## src/sv/stgr_pkg.sv

```systemverilog
// ----------------------------------------------------------------------------
// Scrolling text glyph renderer package
// Shared request codes, register indexes, controller states and the
// controller-to-datapath command and status structures.
// ----------------------------------------------------------------------------
package stgr_pkg;

	localparam int unsigned GapPixels = 5;
	localparam int unsigned PosWidth  = 24;

	typedef enum logic [2:0] {
		REQ_FONT  = 3'd0,
		REQ_GLYPH = 3'd1,
		REQ_TEXT  = 3'd2,
		REQ_TICK  = 3'd3,
		REQ_PIXEL = 3'd4
	} req_t;

	typedef enum logic [2:0] {
		REG_RED   = 3'd0,
		REG_GREEN = 3'd1,
		REG_BLUE  = 3'd2,
		REG_STEP  = 3'd3,
		REG_FIRST = 3'd4,
		REG_PAGES = 3'd5,
		REG_LEN   = 3'd6
	} reg_t;

	typedef enum logic [2:0] {
		ST_IDLE,
		ST_TEXT_RD,
		ST_GLYPH_RD,
		ST_FONT_RD,
		ST_CHECK,
		ST_FINISH
	} state_t;

	// Commands from the controller to the datapath.
	typedef struct packed {
		logic load;       // capture the request and clear the walk
		logic text_rd;    // issue text read for the current character
		logic glyph_rd;   // issue glyph table read
		logic font_rd;    // issue font byte read
		logic step;       // add the character's span and advance
		logic finish;     // complete tick or pixel read
	} stgr_cmd_t;

	// Status from the datapath to the controller.
	typedef struct packed {
		logic is_pixel;
		logic is_tick;
		logic walk_done;  // all shown characters visited
		logic early;      // pixel read that is unlit before any walk
		logic lit_found;  // a set glyph bit was found
	} stgr_sts_t;

endpackage

```

## src/sv/stgr_ctrl.sv

```systemverilog
// ----------------------------------------------------------------------------
// Scrolling text renderer controller
// Sequences the per-character walk over text, glyph table and font memory.
// ----------------------------------------------------------------------------
module stgr_ctrl (
	input  logic                clk,
	input  logic                arst_n,
	input  logic                start,
	output logic                busy,
	output stgr_pkg::stgr_cmd_t cmd,
	input  stgr_pkg::stgr_sts_t sts
);
	import stgr_pkg::*;

	state_t state_q, state_nx;

	// State register.
	always_ff @(posedge clk or negedge arst_n) begin
		if (!arst_n) begin
			state_q <= ST_IDLE;
		end else begin
			state_q <= state_nx;
		end
	end

	// Next state.
	always_comb begin
		state_nx = state_q;
		case (state_q)
			ST_IDLE: begin
				if (start) state_nx = ST_CHECK;
			end
			ST_CHECK: begin
				if (!sts.is_pixel && !sts.is_tick) state_nx = ST_IDLE;
				else if (sts.early || sts.walk_done || sts.lit_found) state_nx = ST_FINISH;
				else state_nx = ST_TEXT_RD;
			end
			ST_TEXT_RD:  state_nx = ST_GLYPH_RD;
			ST_GLYPH_RD: state_nx = ST_FONT_RD;
			ST_FONT_RD:  state_nx = ST_CHECK;
			ST_FINISH:   state_nx = ST_IDLE;
			default:     state_nx = ST_IDLE;
		endcase
	end

	// Outputs.
	always_comb begin
		cmd = '0;
		busy = (state_q != ST_IDLE);
		case (state_q)
			ST_IDLE:     cmd.load = start;
			ST_CHECK: begin
				if ((sts.is_pixel || sts.is_tick) && !sts.early && !sts.walk_done
						&& !sts.lit_found) begin
					cmd.text_rd = 1'b1;
				end
			end
			ST_TEXT_RD:  cmd.glyph_rd = 1'b1;
			ST_GLYPH_RD: cmd.font_rd = 1'b1;
			ST_FONT_RD:  cmd.step = 1'b1;
			ST_FINISH:   cmd.finish = 1'b1;
			default:     cmd = '0;
		endcase
	end
endmodule

```

## config.mk

```make
export PLATFORM = sky130hd
export DESIGN_NAME = stgr_ctrl
export DESIGN_NICKNAME = d
export VERILOG_FILES = /design/src/sv/stgr_pkg.sv /design/src/sv/stgr_ctrl.sv
export SDC_FILE = /design/constraint.sdc
export NUM_CORES = 1
export LEC_CHECK = 0
export BUFFER_PORTS_ARGS = -buffer_cell sky130_fd_sc_hd__buf_2
export CAP_MARGIN = 20
export CORE_AREA = 2 2 39 41
export CTS_BUF_LIST = sky130_fd_sc_hd__clkbuf_16
export CTS_CLUSTER_DIAMETER = 50
export CTS_CLUSTER_SIZE = 40
export DETAILED_ROUTE_END_ITERATION = 10
export DIE_AREA = 0 0 41 43
export SLEW_MARGIN = 20
export SYNTH_ARGS = -nofsm -noshare
export SYNTH_HDL_FRONTEND = slang
export SYNTH_SLANG_ARGS = --single-unit
```

## constraint.sdc

```tcl
create_clock -name clk -period 0.9 [get_ports clk]
set_input_delay 0.045 -clock clk [delete_from_list [all_inputs] [get_ports clk]]
set_output_delay 0.045 -clock clk [all_outputs]
set_load 0.1 [all_outputs]
```

==> reports/summary.log <==
qor: run_status.run_status complete, but fails checks
qor: run_status.failing_checks setup timing
qor: finish.count_of_filler_cells_inserted_in_the_layout 114
qor: global_route.grt_pass1_wl 1230 um
qor: finish.antennaDiodeCount 0
qor: floorplan.initial_utilization 14.7%
qor: worst_setup_path.slowest_stage sky130_fd_sc_hd__dfrtp_1
qor: finish.final-seq-area 76.3 um2
qor: global_route.grt.overflow.total 0
qor: floorplan.ios 15
qor: global_route.grt_usage 10.7%
qor: worst_setup_path.worst_setup_path_end_kind primary output
qor: sta.finalHoldViolations 0
qor: finish.area_taken_by_multi_input_logic_gates 206 um2
qor: finish.drive_above_1_share 83.0%
qor: drt.post_drt_via_cell_ratio 3.90
qor: worst_setup_path.critical_path_cell_count 5
qor: clock_network.clock-sinks 3
qor: worst_hold_path.worst_hold_path_type input pin to asynchronous set/reset pin
qor: logic_synthesis.syn_nets 31
qor: finish.finish.net_count 62
qor: logic_synthesis.syn_area 204 um2
qor: logic_synthesis.postSynthCellCount 23
qor: worst_setup_path.cell_count_of_the_worst_reg_to_reg_path 5
qor: global_route.grt_antenna_before_repair 0
qor: finish.top_flop_regs state_q x3
qor: global_route.grt_max_degree 9
qor: drt.drt_iter0_markers 1
qor: drt.wl 699 um
qor: drt.drc 0
qor: floorplan.floorplan.core_area 1380 um2
qor: worst_setup_path.worst_path_arrival_time 1380 ps
qor: finish.max_reg_flops 3
qor: placement.io_buffer_count 14
qor: finish.final_util 49.9%
qor: floorplan.placementRows 14
qor: worst_setup_path.path_class register to primary output
qor: clock_network.htree_num_levels 1
qor: sta.max_clock_freq 703 MHz
qor: floorplan.die_x 41 um
qor: worst_setup_path.critical_path_peak_fanout 3
qor: worst_setup_path.cp.required 850 ps
qor: sta.worst_pin_slew 258 ps
qor: placement.place.gp.congestion 0.800
qor: sta.clock-skew-final 0.766 ps
qor: logic_synthesis.synth_seq_cells 3
qor: clock_network.cts-root-to-sink-buffers 2
qor: worst_setup_path.path_delay_family flip-flops
qor: global_route.via_count_of_the_first_global_routing_pass 294
qor: logic_synthesis.synth.avg_cell_area 8.87 um2
qor: finish.largest-register state_q
qor: worst_setup_path.cp.buffers_inverters 2
qor: clock_network.numCtsBuffers 3
qor: sta.setup_ws -523 ps
qor: sta.period_share 158%
qor: worst_setup_path.max_stage_delay 400 ps
qor: sta.slew_headroom 82.7%
qor: placement.hpwl 521 um
qor: worst_setup_path.cp-start-kind register
qor: clock_network.clock_tree.root_cell sky130_fd_sc_hd__clkbuf_16
qor: logic_synthesis.post_synth_num_cell_types 15
qor: placement.dp_slack -307 ps
qor: finish.layout-area-overhead-vs-synth 239%
qor: clock_network.clock_tree_from_tritoncts built
qor: drt.antenna_left 0
qor: logic_synthesis.synth_sequential_area_ratio 36.8%
qor: floorplan.floorplan_die_area 1760 um2
qor: drt.firstDrtPassIters 3
qor: sta.drv_slew 0
qor: sta.setup_violations 10
qor: sta.rsz0062_at_grt yes
qor: flow_run.max_cap_violations 0
qor: logic_synthesis.yosys_warnings 0
qor: sta.finalCriticalPeriod 1420 ps
qor: drt.vias_after_detailed_routing 269
qor: clock_network.clock_latency 220 ps
qor: floorplan.chipHeight 43 um
qor: worst_setup_path.worstPathCellList buf_6, nor2b_4, o21ai_4, nor3b_4, buf_12
qor: finish.most-common-layout-cells sky130_fd_sc_hd__buf_2, sky130_fd_sc_hd__buf_12, sky130_fd_sc_hd__buf_4
qor: drt.detail_route.wl_per_cell 10.1 um
qor: clock_network.path_clk_slew 30 ps
through the flow:
step | TNS (ps) | area [um2] | hold slack, ps | std cells
after detailed placement | -1920 | 507 | -158 | 61
after CTS | -3860 | 682 | 161 | 69
after floorplan | -3410 | 274 | -251 | 23
after global routing | -3900 | 691 | 180 | 69
after global placement | -1810 | 507 | -159 | 61
final | -3540 | 691 | 164 | 69
cell families (layout without fill, tap and decap cells):
logic type / after synthesis / count (layout) / synth area share [%]
buffers and inverters: 3 / 33 / 6.75
AO/OA/AOI/OAI: 4 / 4 / 13.5
flip-flops: 3 / 3 / 36.8
AND/OR/NAND/NOR: 12 / 12 / 38.7
XOR/XNOR: 1 / 1 / 4.30
synthesized netlist by cell type, drive strengths merged:
library cell | number | area, um2
o32ai | 1 | 8.76
nand2b | 1 | 6.26
buf | 2 | 10.0
inv | 1 | 3.75
xnor2 | 1 | 8.76
and2 | 1 | 7.51
a21oi | 2 | 10.0
nor4b | 1 | 8.76
nor3b | 2 | 15.0
o21ai | 1 | 8.76
dfrtp | 3 | 75.1
nor2b | 1 | 13.8
nor3 | 2 | 10.0
nor2 | 3 | 11.3
or3 | 1 | 6.26
what timing repair did:
item | 4_1_cts | 5_1_grt
setup endpoints to repair | 10 | 10
hold endpoints to repair | 3 | 0
pin swaps | 6 | 4
resized for setup | 14 | 4
hold buffers | 1 | 0
setup buffers | 4 | 3
path summary, 6_finish.rpt:
check | startpoint | endpoint | slack [ps]
max in group asynchronous | arst_n | state_q[2]$_DFFE_PN0P_ | 620
max reg2reg | state_q[1]$_DFFE_PN0P_ | state_q[2]$_DFFE_PN0P_ | -320
min reg2reg | state_q[0]$_DFFE_PN0P_ | state_q[0]$_DFFE_PN0P_ | 660
min in group clk | sts[4] | state_q[0]$_DFFE_PN0P_ | 270
min | arst_n | state_q[1]$_DFFE_PN0P_ | 160
max | state_q[1]$_DFFE_PN0P_ | cmd[4] | -520
final cells by class:
| cell class | count | share of cell area, % |
|---|---|---|
| repair buffers | 28 | 44.2 |
| multi-input cells | 17 | 29.9 |
| flip-flops and latches | 3 | 11.1 |
| clock buffers | 3 | 10.9 |
| well taps | 16 | 2.90 |
| clock inverters | 1 | 0.543 |
| inverters | 1 | 0.543 |
layer usage:
layer | track usage [%] | part of all wire [%]
met1 | 13.7 | 42
met3 | 1.57 | 5.3
met5 | 0 | 0
met4 | 6.00 | 0
met2 | 16.3 | 53
Power is not shown: default switching activity piles up to over one toggle a cycle in this logic, so the estimate is an artifact.
